===== config.mk =====
export PLATFORM = sky130hd
export DESIGN_NAME = line_rasterizer_core_flat
export DESIGN_NICKNAME = d
export VERILOG_FILES = /design/src/rtl/lr_pkg.sv /design/src/rtl/lr_if.sv /design/src/rtl/line_rasterizer_core.sv /design/src/rtl/lr_walker.sv /design/src/flat_wrapper.sv
export VERILOG_INCLUDE_DIRS = /design/src /design/src/rtl
export SDC_FILE = /design/constraint.sdc
export NUM_CORES = 1
export LEC_CHECK = 0
export BUFFER_PORTS_ARGS = -buffer_cell sky130_fd_sc_hd__buf_2
export CAP_MARGIN = 20
export CORE_UTILIZATION = 52
export CTS_CLUSTER_SIZE = 40
export DETAILED_ROUTE_END_ITERATION = 12
export GPL_TIMING_DRIVEN = 0
export MAX_ROUTING_LAYER = met4
export PLACE_DENSITY_LB_ADDON = 0.3
export SYNTH_ARGS = -nofsm -noshare
export SYNTH_HDL_FRONTEND = slang
export SYNTH_SLANG_ARGS = --single-unit
export TNS_END_PERCENT = 5

===== constraint.sdc =====
create_clock -name clk -period 14.9 [get_ports clk]
set_clock_uncertainty 0.1 [all_clocks]
set_input_delay 1.49 -clock clk [delete_from_list [all_inputs] [get_ports clk]]
set_output_delay 1.49 -clock clk [all_outputs]
set_load 0.01 [all_outputs]

===== src/rtl/assert_macros.svh =====
// assertion helper macros for the line rasterizer rtl
// clocked on clk; ASSERT_CLK is disabled while arst_n is low, ASSERT_ALWAYS is not
`ifndef ASSERT_MACROS_SVH
`define ASSERT_MACROS_SVH

// concurrent check, sampled on the rising clock edge, off during reset
`define ASSERT_CLK(name, prop, msg) \
	name: assert property (@(posedge clk) disable iff (!arst_n) prop) else $error(msg);

// concurrent check that also holds during reset
`define ASSERT_ALWAYS(name, prop, msg) \
	name: assert property (@(posedge clk) prop) else $error(msg);

`endif


===== src/rtl/lr_pkg.sv =====
// shared types and constants for the line rasterizer
// no dependencies
package lr_pkg;

	localparam int COLOR_W = 32;
	localparam int DIM_W   = 15;

	// item operation codes
	typedef enum logic {
		OP_LOAD = 1'b0,
		OP_TICK = 1'b1
	} op_t;

	// configuration register indexes
	typedef enum logic [0:0] {
		CFG_SCREEN_WIDTH  = 1'b0,
		CFG_SCREEN_HEIGHT = 1'b1
	} cfg_idx_t;

	// control from the handshake logic to the line walker
	typedef struct packed {
		logic load;
		logic tick;
	} walk_ctl_t;

endpackage


===== src/rtl/lr_if.sv =====
// valid/ready channel interfaces of the line rasterizer
// depends on lr_pkg
interface lr_cmd_if #(parameter int COORD_BITS = 16);
	logic                         valid;
	logic                         ready;
	logic                         operation;
	logic signed [COORD_BITS-1:0] start_x;
	logic signed [COORD_BITS-1:0] start_y;
	logic signed [COORD_BITS-1:0] end_x;
	logic signed [COORD_BITS-1:0] end_y;
	logic [lr_pkg::COLOR_W-1:0]   pen_color;

	modport source (output valid, operation, start_x, start_y, end_x, end_y, pen_color,
		input ready);
	modport sink (input valid, operation, start_x, start_y, end_x, end_y, pen_color,
		output ready);
endinterface

interface lr_pix_if #(parameter int COORD_BITS = 16);
	logic                         valid;
	logic                         ready;
	logic signed [COORD_BITS-1:0] pixel_x;
	logic signed [COORD_BITS-1:0] pixel_y;
	logic [lr_pkg::COLOR_W-1:0]   pixel_color;
	logic                         visible;
	logic                         last;

	modport source (output valid, pixel_x, pixel_y, pixel_color, visible, last, input ready);
	modport sink (input valid, pixel_x, pixel_y, pixel_color, visible, last, output ready);
endinterface

interface lr_cfg_if;
	logic                     valid;
	logic                     ready;
	lr_pkg::cfg_idx_t         index;
	logic [lr_pkg::DIM_W-1:0] data;

	modport source (output valid, index, data, input ready);
	modport sink (input valid, index, data, output ready);
endinterface


===== src/rtl/line_rasterizer_core.sv =====
// A tick on an active line shows its pixel on pix in the next cycle; a load, nothing.
// Throughput: one item per cycle unless pix stalls, set by the single cross product add.
// The output register lets the next item in while a pixel waits, as long as pix.ready
// is high in that cycle. Reset clears the line (no line active), the output valid
// and sets the screen to 640 by 480.
// depends on lr_pkg, lr_if.sv, lr_walker, assert_macros.svh
`include "assert_macros.svh"

module line_rasterizer_core #(
	parameter int COORD_BITS = 16
) (
	input logic clk,
	input logic arst_n,
	lr_cmd_if.sink   cmd,
	lr_pix_if.source pix,
	lr_cfg_if.sink   cfg
);

	localparam int CMP_W = (COORD_BITS > lr_pkg::DIM_W) ? COORD_BITS : lr_pkg::DIM_W;

	logic [lr_pkg::DIM_W-1:0]     width_q, height_q;
	logic                         out_vld_s1;
	logic signed [COORD_BITS-1:0] pix_x_s1, pix_y_s1;
	logic [lr_pkg::COLOR_W-1:0]   pix_color_s1;
	logic                         pix_vis_s1, pix_last_s1;

	lr_pkg::walk_ctl_t            ctl;
	logic                         cmd_xfer, emit;
	logic                         active, last;
	logic signed [COORD_BITS-1:0] walk_x, walk_y;
	logic [lr_pkg::COLOR_W-1:0]   color;
	logic                         vis;

	// configuration writes
	assign cfg.ready = 1'b1;

	always_ff @(posedge clk or negedge arst_n) begin
		if (!arst_n) begin
			width_q  <= lr_pkg::DIM_W'(640);
			height_q <= lr_pkg::DIM_W'(480);
		end else if (cfg.valid) begin
			case (cfg.index)
				lr_pkg::CFG_SCREEN_WIDTH:  width_q  <= cfg.data;
				lr_pkg::CFG_SCREEN_HEIGHT: height_q <= cfg.data;
				default: ;
			endcase
		end
	end

	// input handshake
	assign cmd.ready = !out_vld_s1 || pix.ready;
	assign cmd_xfer  = cmd.valid && cmd.ready;
	assign ctl.load  = cmd_xfer && (cmd.operation == lr_pkg::OP_LOAD);
	assign ctl.tick  = cmd_xfer && (cmd.operation == lr_pkg::OP_TICK);
	assign emit      = ctl.tick && active;

	lr_walker #(
		.COORD_BITS(COORD_BITS)
	) u_walker (
		.clk       (clk),
		.arst_n    (arst_n),
		.ctl       (ctl),
		.start_x   (cmd.start_x),
		.start_y   (cmd.start_y),
		.end_x     (cmd.end_x),
		.end_y     (cmd.end_y),
		.pen_color (cmd.pen_color),
		.active    (active),
		.last      (last),
		.walk_x    (walk_x),
		.walk_y    (walk_y),
		.color     (color)
	);

	// on-screen test of the current point
	always_comb begin
		vis = !walk_x[COORD_BITS-1] && !walk_y[COORD_BITS-1]
			&& (CMP_W'(unsigned'(walk_x)) < CMP_W'(width_q))
			&& (CMP_W'(unsigned'(walk_y)) < CMP_W'(height_q));
	end

	// output register valid
	always_ff @(posedge clk or negedge arst_n) begin
		if (!arst_n) begin
			out_vld_s1 <= 1'b0;
		end else if (emit) begin
			out_vld_s1 <= 1'b1;
		end else if (pix.ready) begin
			out_vld_s1 <= 1'b0;
		end
	end

	// output register payload
	always_ff @(posedge clk) begin
		if (emit) begin
			pix_x_s1     <= walk_x;
			pix_y_s1     <= walk_y;
			pix_color_s1 <= color;
			pix_vis_s1   <= vis;
			pix_last_s1  <= last;
		end
	end

	assign pix.valid       = out_vld_s1;
	assign pix.pixel_x     = pix_x_s1;
	assign pix.pixel_y     = pix_y_s1;
	assign pix.pixel_color = pix_color_s1;
	assign pix.visible     = pix_vis_s1;
	assign pix.last        = pix_last_s1;

	// checks
	`ASSERT_CLK(a_tick_gives_pixel, emit |=> pix.valid, "tick on active line gave no pixel")
	`ASSERT_CLK(a_last_ends_line, (emit && last) |=> !active, "line still active after last pixel")
	`ASSERT_ALWAYS(a_no_accept_on_stall, (pix.valid && !pix.ready) |-> !cmd.ready,
		"input taken while output stalled")

endmodule


===== src/rtl/lr_walker.sv =====
// line state and 4-connected step decision, one step per tick
// depends on lr_pkg
module lr_walker #(
	parameter int COORD_BITS = 16
) (
	input  logic                         clk,
	input  logic                         arst_n,
	input  lr_pkg::walk_ctl_t            ctl,
	input  logic signed [COORD_BITS-1:0] start_x,
	input  logic signed [COORD_BITS-1:0] start_y,
	input  logic signed [COORD_BITS-1:0] end_x,
	input  logic signed [COORD_BITS-1:0] end_y,
	input  logic [lr_pkg::COLOR_W-1:0]   pen_color,
	output logic                         active,
	output logic                         last,
	output logic signed [COORD_BITS-1:0] walk_x,
	output logic signed [COORD_BITS-1:0] walk_y,
	output logic [lr_pkg::COLOR_W-1:0]   color
);

	localparam int SPAN_W  = COORD_BITS + 1;
	localparam int STEPS_W = COORD_BITS + 2;
	localparam int STEER_W = 2 * COORD_BITS + 4;

	logic signed [SPAN_W-1:0]     span_x, span_y;
	logic [SPAN_W-1:0]            mag_x, mag_y;
	logic signed [STEER_W-1:0]    span_x_w, span_y_w;
	logic signed [STEER_W-1:0]    xinc_ld, yinc_ld;
	logic signed [COORD_BITS-1:0] dir_x_ld, dir_y_ld;

	logic signed [COORD_BITS-1:0] walk_x_q, walk_y_q;
	logic signed [COORD_BITS-1:0] dir_x_q, dir_y_q;
	logic signed [STEER_W-1:0]    steer_q, xinc_q, yinc_q;
	logic [STEPS_W-1:0]           steps_q;
	logic [lr_pkg::COLOR_W-1:0]   color_q;
	logic                         flip_q, xmajor_q;

	logic steer_zero, steer_pos, step_y;

	// deltas and per-line constants, taken at load
	always_comb begin
		span_x   = SPAN_W'(end_x) - SPAN_W'(start_x);
		span_y   = SPAN_W'(end_y) - SPAN_W'(start_y);
		mag_x    = span_x[SPAN_W-1] ? SPAN_W'(-span_x) : SPAN_W'(span_x);
		mag_y    = span_y[SPAN_W-1] ? SPAN_W'(-span_y) : SPAN_W'(span_y);
		span_x_w = STEER_W'(span_x);
		span_y_w = STEER_W'(span_y);
		// steer change for one x step: sign(dx) * dy
		if (span_x == '0) begin
			xinc_ld = '0;
		end else if (span_x[SPAN_W-1]) begin
			xinc_ld = -span_y_w;
		end else begin
			xinc_ld = span_y_w;
		end
		// steer change for one y step: -sign(dy) * dx
		if (span_y == '0) begin
			yinc_ld = '0;
		end else if (span_y[SPAN_W-1]) begin
			yinc_ld = span_x_w;
		end else begin
			yinc_ld = -span_x_w;
		end
		dir_x_ld = (span_x == '0) ? '0 : (span_x[SPAN_W-1] ? '1 : COORD_BITS'(1));
		dir_y_ld = (span_y == '0) ? '0 : (span_y[SPAN_W-1] ? '1 : COORD_BITS'(1));
	end

	// step decision from the running cross product
	always_comb begin
		steer_zero = (steer_q == '0);
		steer_pos  = !steer_q[STEER_W-1] && !steer_zero;
		step_y     = steer_zero ? !xmajor_q : (steer_pos != flip_q);
	end

	// active-line control
	always_ff @(posedge clk or negedge arst_n) begin
		if (!arst_n) begin
			steps_q <= '0;
		end else if (ctl.load) begin
			steps_q <= STEPS_W'(mag_x) + STEPS_W'(mag_y);
		end else if (ctl.tick && active) begin
			steps_q <= steps_q - STEPS_W'(1);
		end
	end

	// line payload state
	always_ff @(posedge clk) begin
		if (ctl.load) begin
			walk_x_q <= start_x;
			walk_y_q <= start_y;
			dir_x_q  <= dir_x_ld;
			dir_y_q  <= dir_y_ld;
			xinc_q   <= xinc_ld;
			yinc_q   <= yinc_ld;
			steer_q  <= '0;
			color_q  <= pen_color;
			flip_q   <= (span_x[SPAN_W-1] && span_y > 0) || (span_x > 0 && span_y[SPAN_W-1]);
			xmajor_q <= (mag_x >= mag_y);
		end else if (ctl.tick && active) begin
			if (step_y) begin
				walk_y_q <= walk_y_q + dir_y_q;
				steer_q  <= steer_q + yinc_q;
			end else begin
				walk_x_q <= walk_x_q + dir_x_q;
				steer_q  <= steer_q + xinc_q;
			end
		end
	end

	assign active = (steps_q != '0);
	assign last   = (steps_q == STEPS_W'(1));
	assign walk_x = walk_x_q;
	assign walk_y = walk_y_q;
	assign color  = color_q;

endmodule


===== src/flat_wrapper.sv =====
// flat-port wrapper written by rule: the top's interface ports become plain ports
module line_rasterizer_core_flat 
#(
	parameter int COORD_BITS = 16
)
  (clk, arst_n, cmd_valid, cmd_operation, cmd_start_x, cmd_start_y, cmd_end_x, cmd_end_y, cmd_pen_color, cmd_ready, pix_valid, pix_pixel_x, pix_pixel_y, pix_pixel_color, pix_visible, pix_last, pix_ready, cfg_valid, cfg_index, cfg_data, cfg_ready);
  lr_cmd_if #(.COORD_BITS(COORD_BITS)) cmd_i ();
  lr_pix_if #(.COORD_BITS(COORD_BITS)) pix_i ();
  lr_cfg_if cfg_i ();
  input logic clk;
  input logic arst_n;
  input wire logic [$bits(cmd_i.valid)-1:0] cmd_valid;
  input wire logic [$bits(cmd_i.operation)-1:0] cmd_operation;
  input wire logic [$bits(cmd_i.start_x)-1:0] cmd_start_x;
  input wire logic [$bits(cmd_i.start_y)-1:0] cmd_start_y;
  input wire logic [$bits(cmd_i.end_x)-1:0] cmd_end_x;
  input wire logic [$bits(cmd_i.end_y)-1:0] cmd_end_y;
  input wire logic [$bits(cmd_i.pen_color)-1:0] cmd_pen_color;
  output wire logic [$bits(cmd_i.ready)-1:0] cmd_ready;
  output wire logic [$bits(pix_i.valid)-1:0] pix_valid;
  output wire logic [$bits(pix_i.pixel_x)-1:0] pix_pixel_x;
  output wire logic [$bits(pix_i.pixel_y)-1:0] pix_pixel_y;
  output wire logic [$bits(pix_i.pixel_color)-1:0] pix_pixel_color;
  output wire logic [$bits(pix_i.visible)-1:0] pix_visible;
  output wire logic [$bits(pix_i.last)-1:0] pix_last;
  input wire logic [$bits(pix_i.ready)-1:0] pix_ready;
  input wire logic [$bits(cfg_i.valid)-1:0] cfg_valid;
  input wire logic [$bits(cfg_i.index)-1:0] cfg_index;
  input wire logic [$bits(cfg_i.data)-1:0] cfg_data;
  output wire logic [$bits(cfg_i.ready)-1:0] cfg_ready;
  assign cmd_i.valid = cmd_valid;
  assign cmd_i.operation = cmd_operation;
  assign cmd_i.start_x = cmd_start_x;
  assign cmd_i.start_y = cmd_start_y;
  assign cmd_i.end_x = cmd_end_x;
  assign cmd_i.end_y = cmd_end_y;
  assign cmd_i.pen_color = cmd_pen_color;
  assign cmd_ready = cmd_i.ready;
  assign pix_valid = pix_i.valid;
  assign pix_pixel_x = pix_i.pixel_x;
  assign pix_pixel_y = pix_i.pixel_y;
  assign pix_pixel_color = pix_i.pixel_color;
  assign pix_visible = pix_i.visible;
  assign pix_last = pix_i.last;
  assign pix_i.ready = pix_ready;
  assign cfg_i.valid = cfg_valid;
  assign cfg_i.index = cfg_index;
  assign cfg_i.data = cfg_data;
  assign cfg_ready = cfg_i.ready;
  line_rasterizer_core #(.COORD_BITS(COORD_BITS)) u_core (.clk(clk), .arst_n(arst_n), .cmd(cmd_i), .pix(pix_i), .cfg(cfg_i));
endmodule

==> reports/qor.yml <==
timing:
  max_freq_mhz: 130
  worst_pin_slew_ns: 1.00
  finalSetupTns_ns: 0
  slew_viol_final: 0
  setup_viol: 0
  unrepaired_setup_endpoints_after_global_routing: "no"
  final_min_period_over_clock_period_pct: 51.5
  final_worst_path_period_need_ns: 7.68
  max-slew-margin-rel_pct: 33.1
  report.final.hold_viol_count: 0
  final.setup.worst_slack_ns: 7.22
  hold_ws_ns: 0.316
floorplan:
  dieHeight_um: 190
  core_area_um2: 34700
  design.die.area_um2: 36200
  fp-row-count: 68
  design.portCount: 187
  start_util_pct: 53.1
  die-width_um: 190
clock_tree:
  cts_htree_levels: 2
  root_buffer: "sky130_fd_sc_hd__clkbuf_16"
  clock_sink_count: 293
  clkLatencyLatePin_ns: 0.52
  cts_setup_buffers: 0
  tritoncts.num_buffers: 34
  cts_tree: "yes"
  cts_resized: 0
  cts.hold.buffers_added: 0
  clkSlewWorstSetupHoldPaths_ns: 0.05
  maximum_count_of_clock_buffers_along_a_single_path: 3
global_routing:
  global_route.usage.total_pct: 27.2
  grt_remaining_overflow: 0
  first_global_vias: 14080
  grt_max_degree: 47
  grt_antenna_before_repair: 0
  first_pass_grt_wire_length_um: 74600
setup_path:
  worst-endpoint-arrival_ns: 7.95
  critical_path_buf_inv_count: 5
  timing.reg2reg.setup_slack_ns: 8.53
  timing_worst_setup_path_type: "in2reg"
  max_stage_delay_ns: 0.76
  worstPathRequired_ns: 15.17
  critical_path.reg2reg.endpoint: "u_core.u_walker.steer_q[32]$_SDFFE_PP0P_"
  worst_setup_path_start_kind: "input port"
  worst_path_max_delay_cell: "sky130_fd_sc_hd__o22ai_1"
  cp-end-kind: "flop"
  crit_start: "cmd_end_x[0]"
  reg2reg_depth: 19
  worstPathMaxFanout: 12
  r2r_start: "u_core.u_walker.steer_q[1]$_SDFFE_PP0P_"
  timing.critical_path.max_delay_family: "compound AO/OA/AOI/OAI gates"
route:
  firstDrtPassIters: 5
  ant_nets: 0
  drc_errors: 0
  final_routed_wire_length_divided_by_cell_count_um: 19.0
  wl_um: 48500
  vias_per_cell: 5.77
  route.vias.total: 14701
  detailedRoute.firstIterationViolations: 964
final_layout:
  layout-drive-gt1-share_pct: 16.2
  finalNetCount: 2361
  antenna_cells_inserted: 0
  layout-area-overhead-vs-synth_pct: 14.5
power_and_ir_drop:
  net-switching-power_uw: 1340
  cellInternalPower_uw: 2170
  power_density_over_the_cells_nw_per_um2: 166
  p_sw_share_pct: 38.2
  clock_power_share_pct: 22.6
  p_leak_uw: 0.00902
  report.power.total_uw: 3500
  comb_power_share_pct: 44.3
  share_of_total_power_in_sequential_cells_pct: 33.1
  irDropWorstVdd_mv: 0.105
synth:
  ys_warn_count: 0
  synthFlopType: "sky130_fd_sc_hd__edfxtp_1"
  postSynthRegisterBits: 293
  yosysSeqAreaShare_pct: 44.5
  synth.largest_area_cell: "sky130_fd_sc_hd__edfxtp_1"
  post_synth_inst_count: 1840
  mappedNetlistArea_um2: 18400
  synth_edf_count: 208
  yosysMostFrequentCell: "sky130_fd_sc_hd__edfxtp_1"
  syn-mean-instance-area_um2: 10.0
  yosys-top-cells-count: "sky130_fd_sc_hd__edfxtp_1 (208), sky130_fd_sc_hd__ha_1 (171), sky130_fd_sc_hd__nor2_1 (150), sky130_fd_sc_hd__a21oi_1 (146), sky130_fd_sc_hd__inv_1 (138)"
  synth_top_cell_area_share_pct: 33.9
  synth-async-reset-ratio_pct: 16.7
  ys_types: 82
  yosys-top-cells-area: "sky130_fd_sc_hd__edfxtp_1 (34%), sky130_fd_sc_hd__ha_1 (12%), sky130_fd_sc_hd__dfrtp_1 (5.8%)"
  synth_fp_nets: 2135
place:
  place_worst_setup_slack_ns: 6.89
  hpwl_um: 37200
  routabilityCongestion: 0.928
  place.port_buffers: 185
worst_hold_path:
  classification_of_the_worst_slack_hold_path: "reg2reg"
  whs_path_depth: 0
  endpoint_with_the_worst_hold_slack: "u_core.pix.pixel_color[3]$_DFFE_PP_"
  timing.hold.worst.start: "u_core.u_walker.color[3]$_DFFE_PP_"
run_status:
  result_of_the_run: "complete, no violations"
flow_run:
  maxCapViolCount: 0
==> sequential cells by signal, indices dropped and copies added (netlist names), 18 cells and up <==
name                     flops
u_core.u_walker.xinc_q      36
u_core.u_walker.steps_q     18
u_core.u_walker.yinc_q      36
u_core.u_walker.steer_q     36
u_core.pix.pixel_color      32
u_core.u_walker.color       32
==> logic make-up (layout without fill, tap and decap cells) <==
family	count (synthesis)	count (layout)	share of synthesized area [%]
and+or+nand+nor	519	519	13.7
AOI/OAI and AO/OA	450	450	15.0
DFF	293	293	44.5
buffers and inverters	197	448	4.19
adders and majority gates	177	177	12.3
xor gates and xnor gates	148	148	7.03
muxes	55	55	3.33
other	1	1	0.0203
==> through the flow <==
stage / util, % / std cells / cell area [µm²]
2_1_floorplan: - / 1840 / 18400
3_3_place_gp: 57.4 / 2480 / 19900
3_5_place_dp: 57.8 / 2485 / 20000
4_1_cts: 60.8 / 2546 / 21100
5_1_grt: 60.8 / 2546 / 21100
6_report: 60.8 / 2546 / 21100
==> routing by layer <==
layer,up-vias,GRT usage [%],part of all wire (%)
li1,7091,-,-
met1,7002,37.2,46
met2,508,42.2,45
met3,100,2.87,6.2
met4,0,8.89,2.9
met5,-,-,0
==> layout by cell type (no fill, tap or decap), types with 13 or more instances in the layout <==
| cell type | instances |
|---|---|
| sky130_fd_sc_hd__edfxtp_1 | 208 |
| sky130_fd_sc_hd__buf_2 | 188 |
| sky130_fd_sc_hd__ha_1 | 171 |
| sky130_fd_sc_hd__nor2_1 | 150 |
| sky130_fd_sc_hd__a21oi_1 | 146 |
| sky130_fd_sc_hd__inv_1 | 138 |
| sky130_fd_sc_hd__o21ai_0 | 121 |
| sky130_fd_sc_hd__nand2_1 | 118 |
| sky130_fd_sc_hd__xnor2_1 | 82 |
| sky130_fd_sc_hd__xor2_1 | 66 |
| sky130_fd_sc_hd__nand3_1 | 64 |
| sky130_fd_sc_hd__mux2_2 | 51 |
| sky130_fd_sc_hd__clkbuf_1 | 49 |
| sky130_fd_sc_hd__a21o_1 | 44 |
| sky130_fd_sc_hd__dfrtp_1 | 43 |
| sky130_fd_sc_hd__nor3_1 | 40 |
| sky130_fd_sc_hd__clkbuf_16 | 36 |
| sky130_fd_sc_hd__dfxtp_1 | 36 |
| sky130_fd_sc_hd__nand2b_1 | 21 |
| sky130_fd_sc_hd__nor2b_1 | 19 |
| sky130_fd_sc_hd__or3_1 | 19 |
| sky130_fd_sc_hd__nor4_1 | 17 |
| sky130_fd_sc_hd__o21bai_1 | 17 |
| sky130_fd_sc_hd__a211oi_1 | 16 |
| sky130_fd_sc_hd__and3_1 | 15 |
| sky130_fd_sc_hd__a31oi_1 | 13 |
==> worst max-delay path by stage <==
stage	end	slack [ns]	cells after the start
final	u_core.u_walker.steps_q[16]$_DFFE_PN0P_	7.22	27
after global routing	u_core.u_walker.steps_q[16]$_DFFE_PN0P_	6.68	27
after CTS	u_core.u_walker.steps_q[17]$_DFFE_PN0P_	7.39	26
after detailed placement	u_core.u_walker.steps_q[17]$_DFFE_PN0P_	6.89	26
after global placement	u_core.u_walker.walk_x[3]$_DFFE_PP_	6.42	9
after floorplan	u_core.u_walker.steps_q[16]$_DFFE_PN0P_	8.45	26
==> power groups by stage <==
| stage | combinational, µW | sequential [µW] | clock (µW) |
|---|---|---|---|
| global route | 1720 | 1170 | 836 |
| CTS | 1530 | 1160 | 807 |
| detailed placement | 1520 | 1170 | 0 |
| global placement | 1480 | 1170 | 0 |
| finish | 1550 | 1160 | 792 |
| floorplan | 1170 | 1140 | 0 |
==> worst register-to-register path, stage by stage, from the launching register on <==
cell	delay (ns)
sky130_fd_sc_hd__dfxtp_1	0.35
sky130_fd_sc_hd__nor4_1	0.41
sky130_fd_sc_hd__nand4_1	0.15
sky130_fd_sc_hd__nor3_1	0.38
sky130_fd_sc_hd__nor2_1	0.10
sky130_fd_sc_hd__a21oi_1	0.19
sky130_fd_sc_hd__clkbuf_1	0.46
sky130_fd_sc_hd__clkbuf_1	0.59
sky130_fd_sc_hd__mux2_2	0.43
sky130_fd_sc_hd__ha_1	0.37
sky130_fd_sc_hd__nand3_1	0.15
sky130_fd_sc_hd__nor4_1	0.29
sky130_fd_sc_hd__o21ai_0	0.21
sky130_fd_sc_hd__a2111oi_0	0.83
sky130_fd_sc_hd__o211ai_1	0.25
sky130_fd_sc_hd__o21ai_0	0.46
sky130_fd_sc_hd__a221o_1	0.24
sky130_fd_sc_hd__a21oi_1	0.08
sky130_fd_sc_hd__xor2_1	0.13
sky130_fd_sc_hd__o21ai_0	0.08
==> final cells by class <==
cell class	count	area, µm²
Clock buffer	43	937
Clock inverter	18	124
Fill cell	2928	13600
Tap cell	455	569
Multi-Input combinational cell	1350	9470
Inverter	139	522
Sequential cell	293	8200
Buffer	58	256
Timing Repair Buffer	190	1030
Note: power is estimated with default switching activity, not from simulation.
